`src/design/dhcp_client_lease_fsm_assert.svh`:
```
// Assertion macros used by the DHCP client lease control block.
`ifndef DHCP_CLIENT_LEASE_FSM_ASSERT_SVH
`define DHCP_CLIENT_LEASE_FSM_ASSERT_SVH

// Same-cycle implication, disabled while in reset.
`define DHCPC_ASSERT_SAME(lbl, ante, cons) \
  lbl: assert property (@(posedge clk) disable iff (!rst_n) (ante) |-> (cons)) \
    else $error("dhcpc assertion failed");

// Next-cycle implication, disabled while in reset.
`define DHCPC_ASSERT_NEXT(lbl, ante, cons) \
  lbl: assert property (@(posedge clk) disable iff (!rst_n) (ante) |=> (cons)) \
    else $error("dhcpc assertion failed");

`endif

```
`src/design/dhcpc_pkg.sv`:
```
// Types and codes for the DHCP client lease controller.
package dhcpc_pkg;

  // Phases
  localparam logic [2:0] PH_OFF        = 3'd0;
  localparam logic [2:0] PH_SELECTING  = 3'd1;
  localparam logic [2:0] PH_REQUESTING = 3'd2;
  localparam logic [2:0] PH_BOUND      = 3'd3;
  localparam logic [2:0] PH_RENEWING   = 3'd4;
  localparam logic [2:0] PH_REBINDING  = 3'd5;
  localparam logic [2:0] PH_FAILED     = 3'd6;
  localparam logic [2:0] PH_UNUSED     = 3'd7;

  // Events
  localparam logic [1:0] EV_START = 2'd0;
  localparam logic [1:0] EV_STOP  = 2'd1;
  localparam logic [1:0] EV_PKT   = 2'd2;
  localparam logic [1:0] EV_TIMER = 2'd3;

  // Received message types
  localparam logic [1:0] MSG_OTHER = 2'd0;
  localparam logic [1:0] MSG_OFFER = 2'd1;
  localparam logic [1:0] MSG_ACK   = 2'd2;
  localparam logic [1:0] MSG_NAK   = 2'd3;

  // Packets to send
  localparam logic [2:0] SEND_NONE     = 3'd0;
  localparam logic [2:0] SEND_DISCOVER = 3'd1;
  localparam logic [2:0] SEND_REQUEST  = 3'd2;
  localparam logic [2:0] SEND_RENEW    = 3'd3;
  localparam logic [2:0] SEND_REBIND   = 3'd4;
  localparam logic [2:0] SEND_RELEASE  = 3'd5;

  // Timer actions
  localparam logic [1:0] TMR_LEAVE  = 2'd0;
  localparam logic [1:0] TMR_CANCEL = 2'd1;
  localparam logic [1:0] TMR_START  = 2'd2;

  // Interface setup actions
  localparam logic [1:0] SETUP_NONE   = 2'd0;
  localparam logic [1:0] SETUP_BIND   = 2'd1;
  localparam logic [1:0] SETUP_UPDATE = 2'd2;

  // Lease fractions in milliseconds per lease second
  localparam logic [8:0] BOUND_FACTOR  = 9'd500;
  localparam logic [8:0] RENEW_FACTOR  = 9'd375;
  localparam logic [8:0] REBIND_FACTOR = 9'd125;

  localparam logic [3:0] CNT_MAX = 4'd15;

  // Configuration register indexes
  localparam logic [1:0] CFG_MAX_ATTEMPTS = 2'd0;
  localparam logic [1:0] CFG_FIRST_WAIT   = 2'd1;
  localparam logic [1:0] CFG_WAIT_STEP    = 2'd2;
  localparam logic [1:0] CFG_REQ_WAIT     = 2'd3;

  // Configuration reset values
  localparam logic [3:0]  MAX_ATTEMPTS_RST = 4'd5;
  localparam logic [15:0] FIRST_WAIT_RST   = 16'd500;
  localparam logic [15:0] WAIT_STEP_RST    = 16'd2000;
  localparam logic [15:0] REQ_WAIT_RST     = 16'd4000;

  localparam int TMO_W = 41;

  typedef struct packed {
    logic [1:0]  func;
    logic [1:0]  msg_type;
    logic [31:0] lease_seconds;
  } dhcpc_in_t;

  typedef struct packed {
    logic [2:0]       send_kind;
    logic [1:0]       timer_cmd;
    logic [TMO_W-1:0] timeout_ms;
    logic [1:0]       setup_kind;
    logic [2:0]       phase;
  } dhcpc_out_t;

  typedef struct packed {
    logic [3:0]  max_attempts;
    logic [15:0] first_wait_ms;
    logic [15:0] wait_step_ms;
    logic [15:0] request_wait_ms;
  } dhcpc_cfg_t;

endpackage

```
`src/design/dhcpc_cfg.sv`:
```
// Configuration registers of the DHCP client lease controller.
module dhcpc_cfg (
  input  logic                  clk,
  input  logic                  rst_n,
  input  logic                  cfg_we,
  input  logic [1:0]            cfg_addr,
  input  logic [15:0]           cfg_wdata,
  output dhcpc_pkg::dhcpc_cfg_t cfg
);

  dhcpc_pkg::dhcpc_cfg_t cfg_r;
  dhcpc_pkg::dhcpc_cfg_t cfg_nxt;

  always_comb begin
    cfg_nxt = cfg_r;
    if (cfg_we) begin
      unique case (cfg_addr)
        dhcpc_pkg::CFG_MAX_ATTEMPTS: cfg_nxt.max_attempts    = cfg_wdata[3:0];
        dhcpc_pkg::CFG_FIRST_WAIT:   cfg_nxt.first_wait_ms   = cfg_wdata;
        dhcpc_pkg::CFG_WAIT_STEP:    cfg_nxt.wait_step_ms    = cfg_wdata;
        dhcpc_pkg::CFG_REQ_WAIT:     cfg_nxt.request_wait_ms = cfg_wdata;
        default:                     cfg_nxt = cfg_r;
      endcase
    end
  end

  always_ff @(posedge clk) begin
    if (!rst_n) begin
      cfg_r.max_attempts    <= dhcpc_pkg::MAX_ATTEMPTS_RST;
      cfg_r.first_wait_ms   <= dhcpc_pkg::FIRST_WAIT_RST;
      cfg_r.wait_step_ms    <= dhcpc_pkg::WAIT_STEP_RST;
      cfg_r.request_wait_ms <= dhcpc_pkg::REQ_WAIT_RST;
    end else begin
      cfg_r <= cfg_nxt;
    end
  end

  assign cfg = cfg_r;

endmodule

```
`src/design/dhcpc_ctrl.sv`:
```
// Lease state registers and the per-event decision logic.
`include "dhcp_client_lease_fsm_assert.svh"

module dhcpc_ctrl (
  input  logic                  clk,
  input  logic                  rst_n,
  input  logic                  adv,
  input  dhcpc_pkg::dhcpc_in_t  item,
  input  dhcpc_pkg::dhcpc_cfg_t cfg,
  output dhcpc_pkg::dhcpc_out_t res
);

  logic [2:0]  phase_r, phase_nxt;
  logic [3:0]  cnt_r, cnt_nxt;
  logic [31:0] lease_r, lease_nxt;

  logic [2:0]  ph;
  logic [2:0]  send;
  logic [1:0]  tcmd;
  logic [1:0]  setup;
  logic        disc;
  logic [3:0]  disc_base;
  logic [3:0]  cnt_inc;

  logic [3:0]  wait_n;
  logic [19:0] step_prod;
  logic [20:0] offer_wait;
  logic [8:0]  factor;
  logic [40:0] lease_mul;
  logic [40:0] tmo;

  always_comb begin
    ph        = (phase_r == dhcpc_pkg::PH_UNUSED) ? dhcpc_pkg::PH_OFF : phase_r;
    send      = dhcpc_pkg::SEND_NONE;
    tcmd      = dhcpc_pkg::TMR_LEAVE;
    setup     = dhcpc_pkg::SETUP_NONE;
    phase_nxt = ph;
    cnt_nxt   = cnt_r;
    lease_nxt = lease_r;
    disc      = 1'b0;
    disc_base = cnt_r;

    unique case (item.func)
      dhcpc_pkg::EV_START: begin
        disc      = 1'b1;
        disc_base = 4'd0;
      end
      dhcpc_pkg::EV_STOP: begin
        if (ph >= dhcpc_pkg::PH_REQUESTING && ph <= dhcpc_pkg::PH_REBINDING) begin
          send = dhcpc_pkg::SEND_RELEASE;
        end
        tcmd      = dhcpc_pkg::TMR_CANCEL;
        phase_nxt = dhcpc_pkg::PH_OFF;
      end
      dhcpc_pkg::EV_PKT: begin
        unique case (ph) inside
          dhcpc_pkg::PH_SELECTING: begin
            tcmd = dhcpc_pkg::TMR_START;
            if (item.msg_type == dhcpc_pkg::MSG_OFFER) begin
              send      = dhcpc_pkg::SEND_REQUEST;
              phase_nxt = dhcpc_pkg::PH_REQUESTING;
            end
          end
          dhcpc_pkg::PH_REQUESTING: begin
            if (item.msg_type == dhcpc_pkg::MSG_ACK) begin
              lease_nxt = item.lease_seconds;
              setup     = dhcpc_pkg::SETUP_BIND;
              phase_nxt = dhcpc_pkg::PH_BOUND;
              tcmd      = dhcpc_pkg::TMR_START;
            end else if (item.msg_type == dhcpc_pkg::MSG_NAK) begin
              disc = 1'b1;
            end else begin
              tcmd = dhcpc_pkg::TMR_START;
            end
          end
          dhcpc_pkg::PH_BOUND: begin
            tcmd = dhcpc_pkg::TMR_START;
          end
          dhcpc_pkg::PH_RENEWING, dhcpc_pkg::PH_REBINDING: begin
            if (item.msg_type == dhcpc_pkg::MSG_ACK) begin
              lease_nxt = item.lease_seconds;
              setup     = dhcpc_pkg::SETUP_UPDATE;
              phase_nxt = dhcpc_pkg::PH_BOUND;
              tcmd      = dhcpc_pkg::TMR_START;
            end else if (item.msg_type == dhcpc_pkg::MSG_NAK) begin
              disc      = 1'b1;
              disc_base = 4'd0;
            end else begin
              // resend the pending renew or rebind
              send = (ph == dhcpc_pkg::PH_RENEWING) ? dhcpc_pkg::SEND_RENEW
                                                    : dhcpc_pkg::SEND_REBIND;
              tcmd = dhcpc_pkg::TMR_START;
            end
          end
          default: begin
            phase_nxt = ph;
          end
        endcase
      end
      dhcpc_pkg::EV_TIMER: begin
        tcmd = dhcpc_pkg::TMR_CANCEL;
        unique case (ph) inside
          dhcpc_pkg::PH_SELECTING, dhcpc_pkg::PH_REQUESTING: begin
            disc = 1'b1;
          end
          dhcpc_pkg::PH_BOUND: begin
            phase_nxt = dhcpc_pkg::PH_RENEWING;
            send      = dhcpc_pkg::SEND_RENEW;
            tcmd      = dhcpc_pkg::TMR_START;
          end
          dhcpc_pkg::PH_RENEWING: begin
            phase_nxt = dhcpc_pkg::PH_REBINDING;
            send      = dhcpc_pkg::SEND_REBIND;
            tcmd      = dhcpc_pkg::TMR_START;
          end
          dhcpc_pkg::PH_REBINDING: begin
            disc      = 1'b1;
            disc_base = 4'd0;
          end
          default: begin
            phase_nxt = ph;
          end
        endcase
      end
      default: begin
        phase_nxt = ph;
      end
    endcase

    // discover attempt: bump the count, give up at the limit
    cnt_inc = (disc_base == dhcpc_pkg::CNT_MAX) ? disc_base : disc_base + 4'd1;
    if (disc) begin
      cnt_nxt = cnt_inc;
      if (cnt_inc >= cfg.max_attempts) begin
        phase_nxt = dhcpc_pkg::PH_FAILED;
        tcmd      = dhcpc_pkg::TMR_CANCEL;
      end else begin
        send      = dhcpc_pkg::SEND_DISCOVER;
        phase_nxt = dhcpc_pkg::PH_SELECTING;
        tcmd      = dhcpc_pkg::TMR_START;
      end
    end
  end

  // Wait lengths; which one applies follows from the phase being entered.
  always_comb begin
    wait_n     = (cnt_nxt == 4'd0) ? 4'd0 : cnt_nxt - 4'd1;
    step_prod  = {16'd0, wait_n} * {4'd0, cfg.wait_step_ms};
    offer_wait = {5'd0, cfg.first_wait_ms} + {1'b0, step_prod};

    unique case (phase_nxt) inside
      dhcpc_pkg::PH_RENEWING:  factor = dhcpc_pkg::RENEW_FACTOR;
      dhcpc_pkg::PH_REBINDING: factor = dhcpc_pkg::REBIND_FACTOR;
      default:                 factor = dhcpc_pkg::BOUND_FACTOR;
    endcase
    lease_mul = {9'd0, lease_nxt} * {32'd0, factor};

    tmo = '0;
    if (tcmd == dhcpc_pkg::TMR_START) begin
      unique case (phase_nxt) inside
        dhcpc_pkg::PH_SELECTING:  tmo = {20'd0, offer_wait};
        dhcpc_pkg::PH_REQUESTING: tmo = {25'd0, cfg.request_wait_ms};
        default:                  tmo = lease_mul;
      endcase
    end
  end

  always_ff @(posedge clk) begin
    if (!rst_n) begin
      phase_r <= dhcpc_pkg::PH_OFF;
      cnt_r   <= 4'd0;
      lease_r <= 32'd0;
    end else if (adv) begin
      phase_r <= phase_nxt;
      cnt_r   <= cnt_nxt;
      lease_r <= lease_nxt;
    end
  end

  always_comb begin
    res.send_kind  = send;
    res.timer_cmd  = tcmd;
    res.timeout_ms = tmo;
    res.setup_kind = setup;
    res.phase      = phase_nxt;
  end

  `DHCPC_ASSERT_NEXT(a_hold_state, !adv,
    $stable(phase_r) && $stable(cnt_r) && $stable(lease_r))
  `DHCPC_ASSERT_NEXT(a_lease_taken, adv && res.setup_kind != dhcpc_pkg::SETUP_NONE,
    lease_r == $past(item.lease_seconds))
  `DHCPC_ASSERT_SAME(a_select_counted, phase_r == dhcpc_pkg::PH_SELECTING, cnt_r != 4'd0)
  `DHCPC_ASSERT_SAME(a_idle_timer, tcmd != dhcpc_pkg::TMR_START, res.timeout_ms == '0)

endmodule

```
`src/design/dhcp_client_lease_fsm.sv`:
```
// Top level of the DHCP client lease controller.
//
//   port group  direction  handshake         payload
//   in_         input      in_valid/ready    dhcpc_in_t (event, message, lease)
//   out_        output     out_valid/ready   dhcpc_out_t (command, phase)
//   cfg_        input      cfg_we            cfg_addr index, cfg_wdata value
//
// Each item is held in the input register while its command is decided; the command
// then lands in the output register, where out_valid rises and the result can be taken.
// One item is accepted per cycle while the output is not stalled;
// the state update and result write share one edge.
// A stalled output holds both registers; the input register drains as out_ready returns.
// Reset (synchronous, rst_n low) clears the phase to off, the counters, and config defaults.
module dhcp_client_lease_fsm (
  input  logic                  clk,
  input  logic                  rst_n,
  input  logic                  in_valid,
  output logic                  in_ready,
  input  dhcpc_pkg::dhcpc_in_t  in_item,
  output logic                  out_valid,
  input  logic                  out_ready,
  output dhcpc_pkg::dhcpc_out_t out_item,
  input  logic                  cfg_we,
  input  logic [1:0]            cfg_addr,
  input  logic [15:0]           cfg_wdata
);

  logic                  s1_valid_r;
  dhcpc_pkg::dhcpc_in_t  s1_item_r;
  logic                  out_valid_r;
  dhcpc_pkg::dhcpc_out_t out_item_r;
  logic                  adv;
  dhcpc_pkg::dhcpc_cfg_t cfg;
  dhcpc_pkg::dhcpc_out_t res;

  // advance the held item when the output register is free or being taken
  assign adv      = s1_valid_r && (!out_valid_r || out_ready);
  assign in_ready = !s1_valid_r || adv;

  always_ff @(posedge clk) begin
    if (!rst_n) begin
      s1_valid_r  <= 1'b0;
      out_valid_r <= 1'b0;
    end else begin
      if (in_ready) begin
        s1_valid_r <= in_valid;
      end
      if (adv) begin
        out_valid_r <= 1'b1;
      end else if (out_ready) begin
        out_valid_r <= 1'b0;
      end
    end
  end

  always_ff @(posedge clk) begin
    if (in_ready && in_valid) begin
      s1_item_r <= in_item;
    end
    if (adv) begin
      out_item_r <= res;
    end
  end

  dhcpc_cfg u_cfg (
    .clk       (clk),
    .rst_n     (rst_n),
    .cfg_we    (cfg_we),
    .cfg_addr  (cfg_addr),
    .cfg_wdata (cfg_wdata),
    .cfg       (cfg)
  );

  dhcpc_ctrl u_ctrl (
    .clk   (clk),
    .rst_n (rst_n),
    .adv   (adv),
    .item  (s1_item_r),
    .cfg   (cfg),
    .res   (res)
  );

  assign out_valid = out_valid_r;
  assign out_item  = out_item_r;

endmodule
```
`config.mk`:
```
export PLATFORM = sky130hd
export DESIGN_NAME = dhcp_client_lease_fsm
export DESIGN_NICKNAME = d
export VERILOG_FILES = /design/src/design/dhcpc_pkg.sv /design/src/design/dhcpc_cfg.sv /design/src/design/dhcpc_ctrl.sv /design/src/design/dhcp_client_lease_fsm.sv
export VERILOG_INCLUDE_DIRS = /design/src /design/src/design
export SDC_FILE = /design/constraint.sdc
export NUM_CORES = 1
export LEC_CHECK = 0
export BUFFER_PORTS_ARGS = -buffer_cell sky130_fd_sc_hd__buf_4
export CORE_ASPECT_RATIO = 0.8
export CORE_MARGIN = 4
export CORE_UTILIZATION = 63
export CTS_CLUSTER_DIAMETER = 60
export DETAILED_ROUTE_END_ITERATION = 10
export GPL_TIMING_DRIVEN = 0
export PLACE_DENSITY = 0.85
export SYNTH_ARGS = -nofsm -noshare
export SYNTH_HDL_FRONTEND = slang
export SYNTH_HIERARCHICAL = 1
export SYNTH_SLANG_ARGS = --single-unit
export TNS_END_PERCENT = 50
```
`constraint.sdc`:
```
create_clock -name clk -period 10.95 [get_ports clk]
set_clock_uncertainty 0.2 [all_clocks]
set_input_delay 1.6425 -clock clk [delete_from_list [all_inputs] [get_ports clk]]
set_output_delay 1.6425 -clock clk [all_outputs]
set_load 0.01 [all_outputs]
```
==> run_results.csv <==
group,metric,value,unit
synth,adder_cell_fraction_of_synth_area,0.348,
routing,drt.antenna.violating_nets,0,
grt,grt_max_degree,34,
placed_design,dp.final_hpwl,37.5,mm
floorplanning,die-area,0.0316,mm²
grt,grt_pass1_wl,76.2,mm
clocking,clk-insertion-delay-late,0.46,ns
sta,report.final.hold_viol_count,0,
critical_path,reg2reg_depth,34,
grt,gr-usage-all-layers,0.304,
grt,overflow,0,
synth,synth-compound-area-share,0.107,
critical_path,top_delay_family_on_crit_path,"adder cells",
power_and_ir_drop,swShare,0.431,
critical_path,crit_path_top_delay_cell,"sky130_fd_sc_hd__a21boi_0",
synth,netlist-cell-type-count,80,
clocking,clock_path_buffers,2,
power_and_ir_drop,pwr-share-clk,0.218,
critical_path,worst_r2r_startpoint,"s1_item_r[34]$_DFFE_PP_",
routing,routed_wl,46.8,mm
clocking,htreeDepth,4,
sta,timing.slew.headroom,0.0918,
critical_path,arrival_time_of_the_worst_setup_path,10.09,ns
sta,maxClockFrequency,99.3,MHz
critical_path,worstSetupPathType,"flip-flop to flip-flop",
finish,design.final.nets,2424,
routing,wire_per_inst,19.5,µm
synth,post_synthesis_area_per_instance,9.65,µm²
power_and_ir_drop,cellLeakagePower,10.2,nW
clocking,cts_tree,"built",
synth,synth-xor-area-share,0.0178,
sta,worst_slew_pin_slew,1.35,ns
grt,first_global_vias,14601,
power_and_ir_drop,intPower,1.68,mW
placed_design,placedInstanceArea,0.0195,mm²
finish,filler_cell_count,2127,
floorplanning,floorplan.die.height,160,µm
sta,final-max-slew-violation-count,0,
sta,finalSetupViolations,0,
critical_path,critical_path.max_stage_delay,0.75,ns
synth,synth.mux.area_fraction,0.0526,
floorplanning,dieWidth,198,µm
critical_path,endpoint_kind,"flip-flop",
power_and_ir_drop,total_switching_power,1.27,mW
critical_path,critical_path_peak_fanout,10,
routing,detail_route.drc_violations,0,
critical_path,critical_path.startpoint,"s1_item_r[34]$_DFFE_PP_",
power_and_ir_drop,comb_power_share,0.517,
synth,synth-simple-area-share,0.148,
finish,areaGrowthSynthToFinish,10.8,%
synth,ys_seq_elements,180,
synth,synth_warnings,6,
placed_design,place_congestion,0.951,
synth,synth-async-reset-ratio,0,
synth,number_of_enable_type_register_cells_in_the_synthesized_netlist,87,
placed_design,placement.io_buffers,111,
routing,drt-initial-drc-count,1498,
synth,combinational_family_with_the_most_area_after_synthesis,"adder cells",
critical_path,cp_num_buf_inv,6,
sta,layout_worst_path_cycle_share,0.920,
finish,design_area,0.0201,mm²
floorplanning,start_util,0.640,
synth,postSynth.topFlopCell,"sky130_fd_sc_hd__dfxtp_1",
clocking,tritoncts.num_buffers,17,
floorplanning,rows,55,
critical_path,start_kind,"flip-flop",
clocking,cts_post_setup_buffers_inserted,0,
sta,setup_repair_after_global_routing_missed_its_margin,"no",
power_and_ir_drop,power_density,146,mW/mm²
finish,layout-drive-gt1-share,0.105,
grt,number_of_antenna_violations_at_the_first_check_in_global_routing,0,
clocking,clockRootBuffer,"sky130_fd_sc_hd__clkbuf_16",
critical_path,worst-path-stages,34,
run_status,status,"completed",
hold_path,hold_path_class,"flip-flop to flip-flop",
clocking,cts.clk_slew.worst_paths,0.09,ns
clocking,post_cts.resized_instances,0,
finish,insertedDiodeCount,0,
routing,vias,14451,
clocking,hold_buffers,0,
synth,syn_inst,1881,
sta,layout_min_cycle_time,10.07,ns
critical_path,worstSetupEndpoint,"out_item[45]$_DFFE_PP_",
synth,synth.net_count,2292,
power_and_ir_drop,ir_worst_vdd,0.157,mV
sta,setup-tns-final,0,ns
critical_path,worst_endpoint_required_time,10.97,ns
routing,vias_per_cell,6.03,
floorplanning,placeable_area,0.0284,mm²
power_and_ir_drop,fin_total_pwr,2.95,mW
critical_path,reg2reg_setup_slack,0.88,ns
power_and_ir_drop,p_seq_frac,0.264,
critical_path,worst_r2r_endpoint,"out_item[45]$_DFFE_PP_",
hold_path,min_path_cells,2,
routing,drt_pre_antenna_iters,5,
synth,synth.yosys.seq_area_share,0.246,
synth,netlist_area,0.0182,mm²
run,cap_violations,0,
clocking,clk_sink_count,180,
floorplanning,ioPinCount,112,
## power groups by stage
stage / combinational (mW) / clock [mW] / sequential, mW
after global routing: 1.71 / 0.683 / 0.784
after detailed placement: 1.49 / 0 / 0.794
after CTS: 1.50 / 0.653 / 0.779
after floorplan: 1.11 / 0 / 0.799
final: 1.52 / 0.643 / 0.779
after global placement: 1.43 / 0 / 0.794
## worst min-delay path by stage
stage	to	from	slack, ns
after floorplan	u_cfg/cfg[4]$_SDFFE_PN0P_	u_cfg/cfg[4]$_SDFFE_PN0P_	0.23
after global placement	u_cfg/cfg[35]$_SDFFE_PN0P_	u_cfg/cfg[35]$_SDFFE_PN0P_	0.24
after detailed placement	u_cfg/cfg[2]$_SDFFE_PN0P_	u_cfg/cfg[2]$_SDFFE_PN0P_	0.26
after CTS	u_cfg/cfg[3]$_SDFFE_PN0P_	u_cfg/cfg[3]$_SDFFE_PN0P_	0.27
after global routing	u_cfg/cfg[49]$_SDFFE_PN0P_	u_cfg/cfg[49]$_SDFFE_PN0P_	0.29
final	u_cfg/cfg[3]$_SDFFE_PN0P_	u_cfg/cfg[3]$_SDFFE_PN0P_	0.27
## worst reg2reg max path, delay by kind of cell, from the launching register on
family          cells  cell delay, ns
compound gates      8            2.32
fa+ha+maj           7            2.67
buf+inv             6            1.31
flops               1            0.49
mux                 1            0.38
simple gates       12            2.47
## placed cells by master, fill, tap and decap left out, types with 40 or more instances in the layout
cell type                  synthesis  layout
sky130_fd_sc_hd__a21oi_1          78      77
sky130_fd_sc_hd__buf_4             4     115
sky130_fd_sc_hd__dfxtp_1          93      93
sky130_fd_sc_hd__edfxtp_1         87      87
sky130_fd_sc_hd__fa_1            254     254
sky130_fd_sc_hd__ha_1             98      98
sky130_fd_sc_hd__inv_1           294     294
sky130_fd_sc_hd__mux2i_1          92      92
sky130_fd_sc_hd__nand2_1         190     190
sky130_fd_sc_hd__nor2_1          138     138
sky130_fd_sc_hd__nor2b_1          41      40
sky130_fd_sc_hd__nor3_1           82      82
## kinds of logic (layout without fill, tap and decap cells)
family | count (synthesis) | in the layout
flip-flops | 180 | 180
buffers and inverters | 372 | 517
adder cells (fa/ha/maj) | 352 | 352
AND/OR/NAND/NOR | 568 | 568
XOR/XNOR | 37 | 37
AO/OA/AOI/OAI | 277 | 277
multiplexers | 95 | 95
## state kept, by name, indices dropped and copies added, names as in the netlist
name and flops:
out_item 51, out_valid 1, s1_item_r 36, s1_valid_r 1, u_cfg/cfg 52, u_ctrl/cnt_r 4
u_ctrl/lease_r 32, u_ctrl/phase_r 3
## cell usage after synthesis, types with 6 or more instances
cell,count,share of area
sky130_fd_sc_hd__o21ai_0,35,0.0096
sky130_fd_sc_hd__nand4_1,7,0.0024
sky130_fd_sc_hd__nor3_1,82,0.023
sky130_fd_sc_hd__nand2_1,190,0.039
sky130_fd_sc_hd__clkbuf_1,38,0.0079
sky130_fd_sc_hd__xnor2_1,25,0.012
sky130_fd_sc_hd__o31ai_1,8,0.0033
sky130_fd_sc_hd__and2_1,24,0.0083
sky130_fd_sc_hd__nor2b_1,41,0.014
sky130_fd_sc_hd__inv_1,294,0.061
sky130_fd_sc_hd__ha_1,98,0.068
sky130_fd_sc_hd__a21oi_1,78,0.021
sky130_fd_sc_hd__a31oi_1,7,0.0024
sky130_fd_sc_hd__dfxtp_1,93,0.10
sky130_fd_sc_hd__o21bai_1,7,0.0029
sky130_fd_sc_hd__and3_1,15,0.0052
sky130_fd_sc_hd__mux2i_1,92,0.051
sky130_fd_sc_hd__o21a_1,13,0.0054
sky130_fd_sc_hd__xor2_1,12,0.0058
sky130_fd_sc_hd__fa_1,254,0.28
sky130_fd_sc_hd__edfxtp_1,87,0.14
sky130_fd_sc_hd__a211oi_1,6,0.0025
sky130_fd_sc_hd__a21o_1,25,0.010
sky130_fd_sc_hd__buf_2,30,0.0083
sky130_fd_sc_hd__nand2b_1,10,0.0034
sky130_fd_sc_hd__or2_2,6,0.0021
sky130_fd_sc_hd__nand3_1,18,0.0050
sky130_fd_sc_hd__a22oi_1,12,0.0050
sky130_fd_sc_hd__nor2_1,138,0.029
sky130_fd_sc_hd__or3_1,8,0.0028
sky130_fd_sc_hd__o211a_1,34,0.019
## final cells by class
| type | instances | area, µm² | area share |
|---|---|---|---|
| clock inverters | 14 | 175 | 0.00870 |
| inverters | 294 | 1100 | 0.0548 |
| repair buffers | 113 | 873 | 0.0434 |
| plain buffers | 78 | 360 | 0.0179 |
| flip-flops and latches | 180 | 4470 | 0.222 |
| well taps | 370 | 463 | 0.0230 |
| clock buffers | 18 | 439 | 0.0218 |
| multi-input cells | 1329 | 12200 | 0.608 |
## metal layers
metal	global-route usage	routed length, µm	vias to the layer above
met1	0.455	20800	7117
li1	-	-	6461
met2	0.438	19900	779
met4	0.0776	1140	0
met3	0.0886	5000	94
met5	0	0	-
## through the flow
stage / hold WS (ns) / utilization / setup WS (ns) / std cells
CTS: 0.273 / 0.710 / 1.05 / 2396
floorplan: 0.234 / - / 2.74 / 1881
global placement: 0.245 / 0.686 / 1.22 / 2362
global route: 0.294 / 0.710 / 0.348 / 2396
detailed placement: 0.259 / 0.688 / 1.04 / 2364
finish: 0.274 / 0.710 / 0.880 / 2396
Note: power is estimated with default switching activity, not from simulation.
